===== src/rtl/mgpb_pkg.sv =====
// Shared constants, register codes and control/status types for the moving glare block.
package mgpb_pkg;

  // Default parameter values
  localparam int MAX_PIXELS_DEF    = 64;
  localparam int FRACTION_BITS_DEF = 16;

  // Port widths
  localparam int ELAPSED_W  = 16;
  localparam int IDX_W      = 6;
  localparam int COLOR_W    = 8;
  localparam int EXP_W      = 4;
  localparam int PERIOD_W   = 12;
  localparam int CNT_W      = 7;
  localparam int CFG_IDX_W  = 3;
  localparam int CFG_DATA_W = 12;

  // full travel time in ms fits in this many bits
  localparam int SPAN_W = 22;

  localparam int MS_PER_SEC = 1000;
  localparam int EPS_DEN    = 10000;

  localparam logic [COLOR_W-1:0] FULL_VALUE = 8'd255;
  localparam logic [COLOR_W-1:0] DIM_FLOOR  = 8'd15;

  // Configuration register indexes
  localparam logic [CFG_IDX_W-1:0] REG_HUE         = 3'd0;
  localparam logic [CFG_IDX_W-1:0] REG_SATURATION  = 3'd1;
  localparam logic [CFG_IDX_W-1:0] REG_EXPONENT    = 3'd2;
  localparam logic [CFG_IDX_W-1:0] REG_FORWARD     = 3'd3;
  localparam logic [CFG_IDX_W-1:0] REG_TRAVEL_TIME = 3'd4;
  localparam logic [CFG_IDX_W-1:0] REG_PIXEL_COUNT = 3'd5;

  // Controller -> datapath
  typedef struct packed {
    logic capture;    // latch elapsed time and span
    logic load_step;  // start step division
    logic div_step;   // one quotient bit
    logic move;       // update midpoint, clear pixel counter
    logic load_pix;   // start x division
    logic shape_r;    // distance -> ratio
    logic shape_t;    // ratio -> base of the power
    logic pow_step;   // one multiply of the power loop
    logic load_out;   // write result register
  } cmd_t;

  // Datapath -> controller
  typedef struct packed {
    logic div_last;
    logic pow_done;
    logic count_zero;
    logic pix_last;
    logic out_full;
  } sts_t;

endpackage


===== src/rtl/mgpb_ctrl.sv =====
// Sequencer for frame update and per-pixel brightness computation.
module mgpb_ctrl (
  input  logic           clk_i,
  input  logic           rst_ni,
  input  logic           in_valid_i,
  output logic           in_ready_o,
  input  mgpb_pkg::sts_t sts_i,
  output mgpb_pkg::cmd_t cmd_o
);

  typedef enum logic [3:0] {
    ST_IDLE,
    ST_LOAD_STEP,
    ST_DIV_STEP,
    ST_MOVE,
    ST_LOAD_PIX,
    ST_DIV_PIX,
    ST_SHAPE_R,
    ST_SHAPE_T,
    ST_POW,
    ST_OUT
  } state_e;

  state_e state_q, state_d;

  always_ff @(posedge clk_i or negedge rst_ni) begin
    if (!rst_ni) begin
      state_q <= ST_IDLE;
    end else begin
      state_q <= state_d;
    end
  end

  assign in_ready_o = (state_q == ST_IDLE);

  always_comb begin
    state_d = state_q;
    cmd_o   = '0;
    unique case (state_q)
      ST_IDLE: begin
        if (in_valid_i) begin
          cmd_o.capture = 1'b1;
          state_d       = ST_LOAD_STEP;
        end
      end
      ST_LOAD_STEP: begin
        cmd_o.load_step = 1'b1;
        state_d         = ST_DIV_STEP;
      end
      ST_DIV_STEP: begin
        cmd_o.div_step = 1'b1;
        if (sts_i.div_last) state_d = ST_MOVE;
      end
      ST_MOVE: begin
        cmd_o.move = 1'b1;
        state_d    = sts_i.count_zero ? ST_IDLE : ST_LOAD_PIX;
      end
      ST_LOAD_PIX: begin
        cmd_o.load_pix = 1'b1;
        state_d        = ST_DIV_PIX;
      end
      ST_DIV_PIX: begin
        cmd_o.div_step = 1'b1;
        if (sts_i.div_last) state_d = ST_SHAPE_R;
      end
      ST_SHAPE_R: begin
        cmd_o.shape_r = 1'b1;
        state_d       = ST_SHAPE_T;
      end
      ST_SHAPE_T: begin
        cmd_o.shape_t = 1'b1;
        state_d       = ST_POW;
      end
      ST_POW: begin
        if (sts_i.pow_done) begin
          state_d = ST_OUT;
        end else begin
          cmd_o.pow_step = 1'b1;
        end
      end
      ST_OUT: begin
        // wait for the previous result to drain
        if (!sts_i.out_full) begin
          cmd_o.load_out = 1'b1;
          state_d        = sts_i.pix_last ? ST_IDLE : ST_LOAD_PIX;
        end
      end
      default: state_d = ST_IDLE;
    endcase
  end

endmodule


===== src/rtl/mgpb_datapath.sv =====
// Config registers, shared divider, midpoint, power loop and result register.
module mgpb_datapath #(
  parameter int MAX_PIXELS    = mgpb_pkg::MAX_PIXELS_DEF,
  parameter int FRACTION_BITS = mgpb_pkg::FRACTION_BITS_DEF
) (
  input  logic                               clk_i,
  input  logic                               rst_ni,
  input  logic                               cfg_valid_i,
  input  logic [mgpb_pkg::CFG_IDX_W-1:0]     cfg_index_i,
  input  logic [mgpb_pkg::CFG_DATA_W-1:0]    cfg_data_i,
  input  logic [mgpb_pkg::ELAPSED_W-1:0]     elapsed_ms_i,
  input  logic                               out_ready_i,
  output logic                               out_valid_o,
  output logic [mgpb_pkg::IDX_W-1:0]         pixel_index_o,
  output logic [mgpb_pkg::COLOR_W-1:0]       out_hue_o,
  output logic [mgpb_pkg::COLOR_W-1:0]       out_sat_o,
  output logic [mgpb_pkg::COLOR_W-1:0]       brightness_o,
  output logic                               last_o,
  input  mgpb_pkg::cmd_t                     cmd_i,
  output mgpb_pkg::sts_t                     sts_o
);

  localparam int F      = FRACTION_BITS;
  localparam int SPAN_W = mgpb_pkg::SPAN_W;
  localparam int CNT_W  = mgpb_pkg::CNT_W;
  localparam int IDX_W  = mgpb_pkg::IDX_W;
  localparam int EXP_W_L = mgpb_pkg::EXP_W;
  localparam int DCNT_W = $clog2(F + 1);
  localparam int EPS_INT = ((2 ** FRACTION_BITS) + mgpb_pkg::EPS_DEN - 1) / mgpb_pkg::EPS_DEN;

  localparam logic [F:0]        ONE_Q   = {1'b1, {F{1'b0}}};
  localparam logic [F:0]        HALF_Q  = ONE_Q >> 1;
  localparam logic [F:0]        EPS_Q   = (F + 1)'(EPS_INT);
  localparam logic [CNT_W-1:0]  MAX_CNT = CNT_W'(MAX_PIXELS);
  localparam logic [SPAN_W-1:0] MS_K    = SPAN_W'(mgpb_pkg::MS_PER_SEC);

  // Configuration registers
  logic [mgpb_pkg::COLOR_W-1:0]  hue_q, sat_q;
  logic [mgpb_pkg::EXP_W-1:0]    exp_q;
  logic                          fwd_q;
  logic [mgpb_pkg::PERIOD_W-1:0] period_q;
  logic [CNT_W-1:0]              count_q;

  always_ff @(posedge clk_i or negedge rst_ni) begin
    if (!rst_ni) begin
      hue_q    <= '0;
      sat_q    <= 8'd255;
      exp_q    <= 4'd2;
      fwd_q    <= 1'b1;
      period_q <= 12'd1;
      count_q  <= 7'd64;
    end else if (cfg_valid_i) begin
      unique case (cfg_index_i)
        mgpb_pkg::REG_HUE:         hue_q    <= cfg_data_i[mgpb_pkg::COLOR_W-1:0];
        mgpb_pkg::REG_SATURATION:  sat_q    <= cfg_data_i[mgpb_pkg::COLOR_W-1:0];
        mgpb_pkg::REG_EXPONENT:    exp_q    <= cfg_data_i[mgpb_pkg::EXP_W-1:0];
        mgpb_pkg::REG_FORWARD:     fwd_q    <= cfg_data_i[0];
        mgpb_pkg::REG_TRAVEL_TIME: period_q <= cfg_data_i[mgpb_pkg::PERIOD_W-1:0];
        mgpb_pkg::REG_PIXEL_COUNT: count_q  <= cfg_data_i[CNT_W-1:0];
        default: ;
      endcase
    end
  end

  logic [CNT_W-1:0]              count_eff;
  logic [mgpb_pkg::PERIOD_W-1:0] period_eff;
  assign count_eff  = (count_q > MAX_CNT) ? MAX_CNT : count_q;
  assign period_eff = (period_q == '0) ? mgpb_pkg::PERIOD_W'(1) : period_q;

  // Frame capture
  logic [mgpb_pkg::ELAPSED_W-1:0] elapsed_q;
  logic [SPAN_W-1:0]              span_q;
  logic [SPAN_W-1:0]              elapsed_ext, elapsed_clamp;

  always_ff @(posedge clk_i) begin
    if (cmd_i.capture) begin
      elapsed_q <= elapsed_ms_i;
      span_q    <= SPAN_W'({{(SPAN_W - mgpb_pkg::PERIOD_W){1'b0}}, period_eff} * MS_K);
    end
  end

  assign elapsed_ext   = SPAN_W'(elapsed_q);
  assign elapsed_clamp = (elapsed_ext > span_q) ? span_q : elapsed_ext;

  // Pixel counter, cleared on each midpoint update
  logic [IDX_W-1:0] pix_q;

  // Restoring divider, one quotient bit a cycle; first bit is the integer bit
  logic [SPAN_W-1:0] rem_q, dvs_q;
  logic [F:0]        quot_q;
  logic [DCNT_W-1:0] div_cnt_q;
  logic [SPAN_W:0]   div_shift, div_diff;
  logic              div_ge;

  assign div_shift = (div_cnt_q == '0) ? {1'b0, rem_q} : {rem_q, 1'b0};
  assign div_ge    = div_shift >= {1'b0, dvs_q};
  assign div_diff  = div_shift - {1'b0, dvs_q};

  always_ff @(posedge clk_i) begin
    if (cmd_i.load_step) begin
      rem_q     <= elapsed_clamp;
      dvs_q     <= span_q;
      quot_q    <= '0;
      div_cnt_q <= '0;
    end else if (cmd_i.load_pix) begin
      rem_q     <= SPAN_W'(pix_q);
      dvs_q     <= SPAN_W'(count_eff);
      quot_q    <= '0;
      div_cnt_q <= '0;
    end else if (cmd_i.div_step) begin
      rem_q     <= div_ge ? div_diff[SPAN_W-1:0] : div_shift[SPAN_W-1:0];
      quot_q    <= {quot_q[F-1:0], div_ge};
      div_cnt_q <= div_cnt_q + 1'b1;
    end
  end

  // Midpoint, kept modulo one
  logic [F-1:0] mid_q;
  logic [F:0]   mid_sum, mid_diff;

  assign mid_sum  = {1'b0, mid_q} + quot_q;
  assign mid_diff = {1'b0, mid_q} - quot_q;

  always_ff @(posedge clk_i or negedge rst_ni) begin
    if (!rst_ni) begin
      mid_q <= '0;
      pix_q <= '0;
    end else begin
      if (cmd_i.move) begin
        mid_q <= fwd_q ? mid_sum[F-1:0] : mid_diff[F-1:0];
        pix_q <= '0;
      end else if (cmd_i.load_out) begin
        pix_q <= pix_q + 1'b1;
      end
    end
  end

  // Pixel shape: r = max(1 - |x - m|, eps), t = 2|r - 1/2|
  logic [F-1:0] pix_x, mid_gap;
  logic [F:0]   r_raw, r_q, t_half, t_q, p_q;
  logic [2*F+1:0] pow_prod;
  logic [EXP_W_L-1:0] exp_cnt_q;

  assign pix_x    = quot_q[F-1:0];
  assign mid_gap  = (pix_x > mid_q) ? (pix_x - mid_q) : (mid_q - pix_x);
  assign r_raw    = ONE_Q - {1'b0, mid_gap};
  assign t_half   = (r_q > HALF_Q) ? (r_q - HALF_Q) : (HALF_Q - r_q);
  assign pow_prod = p_q * t_q;

  always_ff @(posedge clk_i) begin
    if (cmd_i.shape_r) begin
      r_q <= (r_raw < EPS_Q) ? EPS_Q : r_raw;
    end
    if (cmd_i.shape_t) begin
      t_q       <= {t_half[F-1:0], 1'b0};
      p_q       <= ONE_Q;
      exp_cnt_q <= '0;
    end else if (cmd_i.pow_step) begin
      p_q       <= pow_prod[2*F:F];
      exp_cnt_q <= exp_cnt_q + 1'b1;
    end
  end

  // Scale to 8 bits, saturate, blank dim pixels
  logic [F+8:0] bright_prod;
  logic [8:0]   bright_raw;
  logic [7:0]   bright_sat, bright_val;

  assign bright_prod = {8'b0, p_q} * (F + 9)'(mgpb_pkg::FULL_VALUE);
  assign bright_raw  = bright_prod[F+8:F];
  assign bright_sat  = (bright_raw > 9'(mgpb_pkg::FULL_VALUE)) ? mgpb_pkg::FULL_VALUE
                                                              : bright_raw[7:0];
  assign bright_val  = (bright_sat < mgpb_pkg::DIM_FLOOR) ? 8'd0 : bright_sat;

  logic pix_last;
  assign pix_last = ({1'b0, pix_q} + 1'b1) == count_eff;

  // Result register
  logic out_valid_q;

  always_ff @(posedge clk_i or negedge rst_ni) begin
    if (!rst_ni) begin
      out_valid_q <= 1'b0;
    end else if (cmd_i.load_out) begin
      out_valid_q <= 1'b1;
    end else if (out_ready_i) begin
      out_valid_q <= 1'b0;
    end
  end

  always_ff @(posedge clk_i) begin
    if (cmd_i.load_out) begin
      pixel_index_o <= pix_q;
      out_hue_o     <= hue_q;
      out_sat_o     <= sat_q;
      brightness_o  <= bright_val;
      last_o        <= pix_last;
    end
  end

  assign out_valid_o = out_valid_q;

  assign sts_o.div_last   = (div_cnt_q == DCNT_W'(F));
  assign sts_o.pow_done   = (exp_cnt_q == exp_q);
  assign sts_o.count_zero = (count_eff == '0);
  assign sts_o.pix_last   = pix_last;
  assign sts_o.out_full   = out_valid_q;

endmodule


===== src/rtl/moving_glare_pixel_brightness_top.sv =====
// Top level of the moving glare brightness engine.
//
//  channel | signals                                   | direction
//  --------+-------------------------------------------+----------
//  cfg     | cfg_valid_i/cfg_ready_o, index, data      | in
//  in      | in_valid_i/in_ready_o, elapsed_ms_i       | in
//  out     | out_valid_o/out_ready_i, pixel + last     | out
//
// One frame request at a time. After acceptance the step load, the bit-serial
// divider and the midpoint move run in order. Each pixel then runs the divider
// for x, two shaping steps, one multiplier pass per exponent, and the result
// load. The result register lets the next pixel be computed while one waits;
// a stalled output holds the sequencer in its load step. Reset zeroes the
// midpoint; registers reload.
module moving_glare_pixel_brightness_top #(
  parameter int MAX_PIXELS    = mgpb_pkg::MAX_PIXELS_DEF,
  parameter int FRACTION_BITS = mgpb_pkg::FRACTION_BITS_DEF
) (
  input  logic                            clk_i,
  input  logic                            rst_ni,
  input  logic                            cfg_valid_i,
  output logic                            cfg_ready_o,
  input  logic [mgpb_pkg::CFG_IDX_W-1:0]  cfg_index_i,
  input  logic [mgpb_pkg::CFG_DATA_W-1:0] cfg_data_i,
  input  logic                            in_valid_i,
  output logic                            in_ready_o,
  input  logic [mgpb_pkg::ELAPSED_W-1:0]  elapsed_ms_i,
  output logic                            out_valid_o,
  input  logic                            out_ready_i,
  output logic [mgpb_pkg::IDX_W-1:0]      pixel_index_o,
  output logic [mgpb_pkg::COLOR_W-1:0]    out_hue_o,
  output logic [mgpb_pkg::COLOR_W-1:0]    out_sat_o,
  output logic [mgpb_pkg::COLOR_W-1:0]    brightness_o,
  output logic                            last_o
);

  mgpb_pkg::cmd_t cmd;
  mgpb_pkg::sts_t sts;

  assign cfg_ready_o = 1'b1;

  mgpb_ctrl u_ctrl (
    .clk_i      (clk_i),
    .rst_ni     (rst_ni),
    .in_valid_i (in_valid_i),
    .in_ready_o (in_ready_o),
    .sts_i      (sts),
    .cmd_o      (cmd)
  );

  mgpb_datapath #(
    .MAX_PIXELS    (MAX_PIXELS),
    .FRACTION_BITS (FRACTION_BITS)
  ) u_datapath (
    .clk_i         (clk_i),
    .rst_ni        (rst_ni),
    .cfg_valid_i   (cfg_valid_i),
    .cfg_index_i   (cfg_index_i),
    .cfg_data_i    (cfg_data_i),
    .elapsed_ms_i  (elapsed_ms_i),
    .out_ready_i   (out_ready_i),
    .out_valid_o   (out_valid_o),
    .pixel_index_o (pixel_index_o),
    .out_hue_o     (out_hue_o),
    .out_sat_o     (out_sat_o),
    .brightness_o  (brightness_o),
    .last_o        (last_o),
    .cmd_i         (cmd),
    .sts_o         (sts)
  );

endmodule

===== config.mk =====
export PLATFORM = sky130hd
export DESIGN_NAME = moving_glare_pixel_brightness_top
export DESIGN_NICKNAME = d
export VERILOG_FILES = /design/src/rtl/mgpb_pkg.sv /design/src/rtl/mgpb_ctrl.sv /design/src/rtl/mgpb_datapath.sv /design/src/rtl/moving_glare_pixel_brightness_top.sv
export SDC_FILE = /design/constraint.sdc
export NUM_CORES = 1
export LEC_CHECK = 0
export CAP_MARGIN = 10
export CORE_MARGIN = 1
export CORE_UTILIZATION = 35
export CTS_BUF_LIST = sky130_fd_sc_hd__clkbuf_2
export DETAILED_ROUTE_END_ITERATION = 6
export DONT_BUFFER_PORTS = 1
export MAX_ROUTING_LAYER = met4
export PLACE_DENSITY = 0.55
export REMOVE_ABC_BUFFERS = 1
export SLEW_MARGIN = 20
export SYNTH_ARGS = -nofsm -noshare
export SYNTH_HDL_FRONTEND = slang
export SYNTH_SLANG_ARGS = --single-unit

===== constraint.sdc =====
create_clock -name clk_i -period 7.8 [get_ports clk_i]
set_input_delay 1.56 -clock clk_i [delete_from_list [all_inputs] [get_ports clk_i]]
set_output_delay 1.56 -clock clk_i [all_outputs]
set_load 0.005 [all_outputs]

==> results_dict.tcl <==
set metrics [dict create \
    vias_per_cell 4.81 \
    grt_setup_unrepaired "false" \
    portBuffers 0 \
    drtAntennaViolNets 0 \
    status "completed" \
    fin_cells 3994 \
    cp-end-kind "register" \
    netlist_instances 2892 \
    clock_sinks 252 \
    whs_ps 181 \
    fp-row-count 102 \
    dp_cells 3862 \
    cts_tree "done" \
    clk_latency_ps 1060 \
    cp_max_fo 20 \
    hold_path.class "input pin to asynchronous set/reset pin" \
    numCtsBuffers 70 \
    syn_area_mm2 0.0277 \
    hold_viol 0 \
    wl_per_cell_um 15.6 \
    critPathKind "register to register" \
    skew_ps 109 \
    final_area_mm2 0.0296 \
    grt_first_pass_wirelength_mm 105 \
    cts_hold_buffers 0 \
    cp.arrival_ps 8130 \
    ctsLongestPathBuffers 3 \
    wirelength_mm 62.4 \
    yosysWarnings 0 \
    via_count 19200 \
    area_growth_pct 6.72 \
    r2r-start "u_datapath.p_q[3]" \
    slew_headroom_pct 32.4 \
    die_w_um 283 \
    post-route-period-util_pct 93.0 \
    drive_above_1_share_pct 8.44 \
    core_area_mm2 0.0778 \
    route.detailed.drc 0 \
    required_ps 8680 \
    die_h_um 283 \
    ctsHtreeMaxLevel 3 \
    ys_ff_latch 252 \
    place.gp.congestion 0.820 \
    tns_ps 0 \
    place_area_mm2 0.0289 \
    synthArstFlopShare_pct 26.6 \
    nNetsFinal 3527 \
    cap_viol_max_count 0 \
    ios 70 \
    overflow 0 \
    firstDrtPassIters 7 \
    synth-edff-count 143 \
    setup_viol 0 \
    critPathLaunch "u_datapath.p_q[3]" \
    hpwl_mm 49.2 \
    start_util_pct 35.6 \
    worst_slew_pin_slew_ps 1010 \
    path_clk_slew_ps 120 \
    postCtsSetupRepairBufs 0 \
    yosysSeqAreaShare_pct 24.6 \
    clock.fmax_ghz 0.138 \
    cts_resized 0 \
    drtIter0Drc 1060 \
    critPathLaunchType "register" \
    report.final.slew_viol_count 0 \
    clock-root-buffer "clkbuf_2" \
    dieArea_mm2 0.0803 \
    antenna_found_initial 4 \
    grt_pass1_vias 19700 \
    synth_flop_cell "edfxtp_1" \
    fin_crit_ps 7250 \
    grt_use_total_pct 16.6 \
    syn_area_per_cell_um2 9.59 \
    synth_cell_types 87 \
    grt_max_degree 68 \
]
-- cell usage in the layout, fill, tap and decap left out, types with 12 or more instances in the layout --
cell type and count:
inv_1 521, fa_1 320, nand2_1 312, ha_1 277
edfxtp_1 143, nor2_1 141, and2_1 107, o21ai_0 106
xnor2_1 97, clkbuf_2 97, a21oi_1 95, mux2_2 56
dfrtp_1 55, mux2i_1 50, xor2_1 42, dfxtp_1 42
nor3_1 38, buf_4 37, nand3_1 29, nand2b_1 26
a21o_1 26, o31ai_1 26, clkinv_1 22, nand4_1 19
o21a_1 19, o21bai_1 18, nor2b_1 17, a31oi_1 14
o22ai_1 13, and3_1 12, dfstp_2 12
-- final timing paths --
kind                            cells past startpoint              endpoint  slack (ps)
worst max-delay path                               23    u_datapath.p_q[15]         550
worst min-delay path                                0     u_ctrl.state_q[1]         180
worst max register to register                     23    u_datapath.p_q[15]         550
worst min register to register                      2  u_datapath.quot_q[6]         430
max in group asynchronous                           0   u_datapath.sat_q[3]        7380
min in group clk_i                                  2  u_datapath.quot_q[6]         430
-- layer usage --
| layer | global-route usage (%) | wire [um] |
|---|---|---|
| met1 | 22.7 | 29900 |
| met3 | 2.48 | 2450 |
| met5 | - | 0 |
| met2 | 25.5 | 28800 |
| met4 | 4.47 | 1210 |
-- through the flow --
step | utilization (%) | worst slack, ps
2_1_floorplan | - | 1340
5_1_grt | 38.0 | 118
4_1_cts | 38.0 | 551
3_3_place_gp | 37.1 | 705
3_5_place_dp | 37.1 | 640
6_report | 38.0 | 547
-- kinds of logic after synthesis --
family	after synthesis	share of synthesized area, %
muxes	107	4.13
adders and majority gates	597	35.6
DFF	252	24.6
AOI/OAI and AO/OA	405	9.51
and+or+nand+nor	755	12.8
buffers and inverters	633	8.69
other	1	0.0135
xor gates and xnor gates	142	4.57
-- area by class of cell --
cell class / instances / area, um^2
Inverter: 526 / 1970
Clock buffer: 97 / 485
Fill cell: 8017 / 48300
Clock inverter: 31 / 201
Multi-Input combinational cell: 2007 / 18500
Sequential cell: 252 / 6830
Timing Repair Buffer: 37 / 278
Antenna cell: 4 / 10.0
Tap cell: 1040 / 1300
-- state kept, by name (all words and copies together) (netlist names), 4 cells and up --
signal / cells
u_ctrl.state_q: 4
u_datapath.brightness_o: 8
u_datapath.count_q: 7
u_datapath.div_cnt_q: 5
u_datapath.dvs_q: 22
u_datapath.elapsed_q: 16
u_datapath.exp_cnt_q: 4
u_datapath.exp_q: 4
u_datapath.hue_q: 8
u_datapath.mid_q: 16
u_datapath.out_hue_o: 8
u_datapath.out_sat_o: 8
u_datapath.p_q: 17
u_datapath.period_q: 12
u_datapath.pix_q: 6
u_datapath.pixel_index_o: 6
u_datapath.quot_q: 16
u_datapath.r_q: 17
u_datapath.rem_q: 22
u_datapath.sat_q: 8
u_datapath.span_q: 19
u_datapath.t_q: 16
-- critical path, cell delays in order (launching register included) --
cell,delay (ps)
dfxtp_1,880
nand2_1,140
fa_1,510
inv_1,50
fa_1,500
fa_1,560
inv_1,60
fa_1,520
fa_1,550
inv_1,50
fa_1,470
ha_1,370
a21oi_1,160
nor2b_1,60
o21ai_0,150
nand2b_1,70
a21oi_1,170
o21ai_0,130
a41oi_2,390
o21ai_1,220
a41o_1,320
o31ai_1,220
mux2_2,370
a211oi_1,190
-- cell usage after synthesis, drive strengths merged (8+ instances only) --
master	instances	area, um^2
inv	524	1970
fa	320	6410
nand2	312	1170
ha	277	3470
edfxtp	143	4290
nor2	143	537
o21ai	114	574
and2	107	669
xnor2	99	882
a21oi	97	493
clkbuf	89	334
mux2	56	631
dfrtp	55	1380
mux2i	51	514
xor2	43	384
dfxtp	42	841
nor3	40	210
nand3	30	155
a21o	26	195
nand2b	26	163
o31ai	26	195
nand4	19	119
o21a	19	143
buf	18	101
o21bai	18	135
nor2b	17	106
a31oi	15	100
o22ai	14	101
and3	12	75.1
dfstp	12	315
or3	11	68.8
a221oi	8	76.3
or2	8	50.1
Power is left out: the tool's default activity adds up to more than one toggle a clock period on the data nets, which glitch-free logic cannot reach.
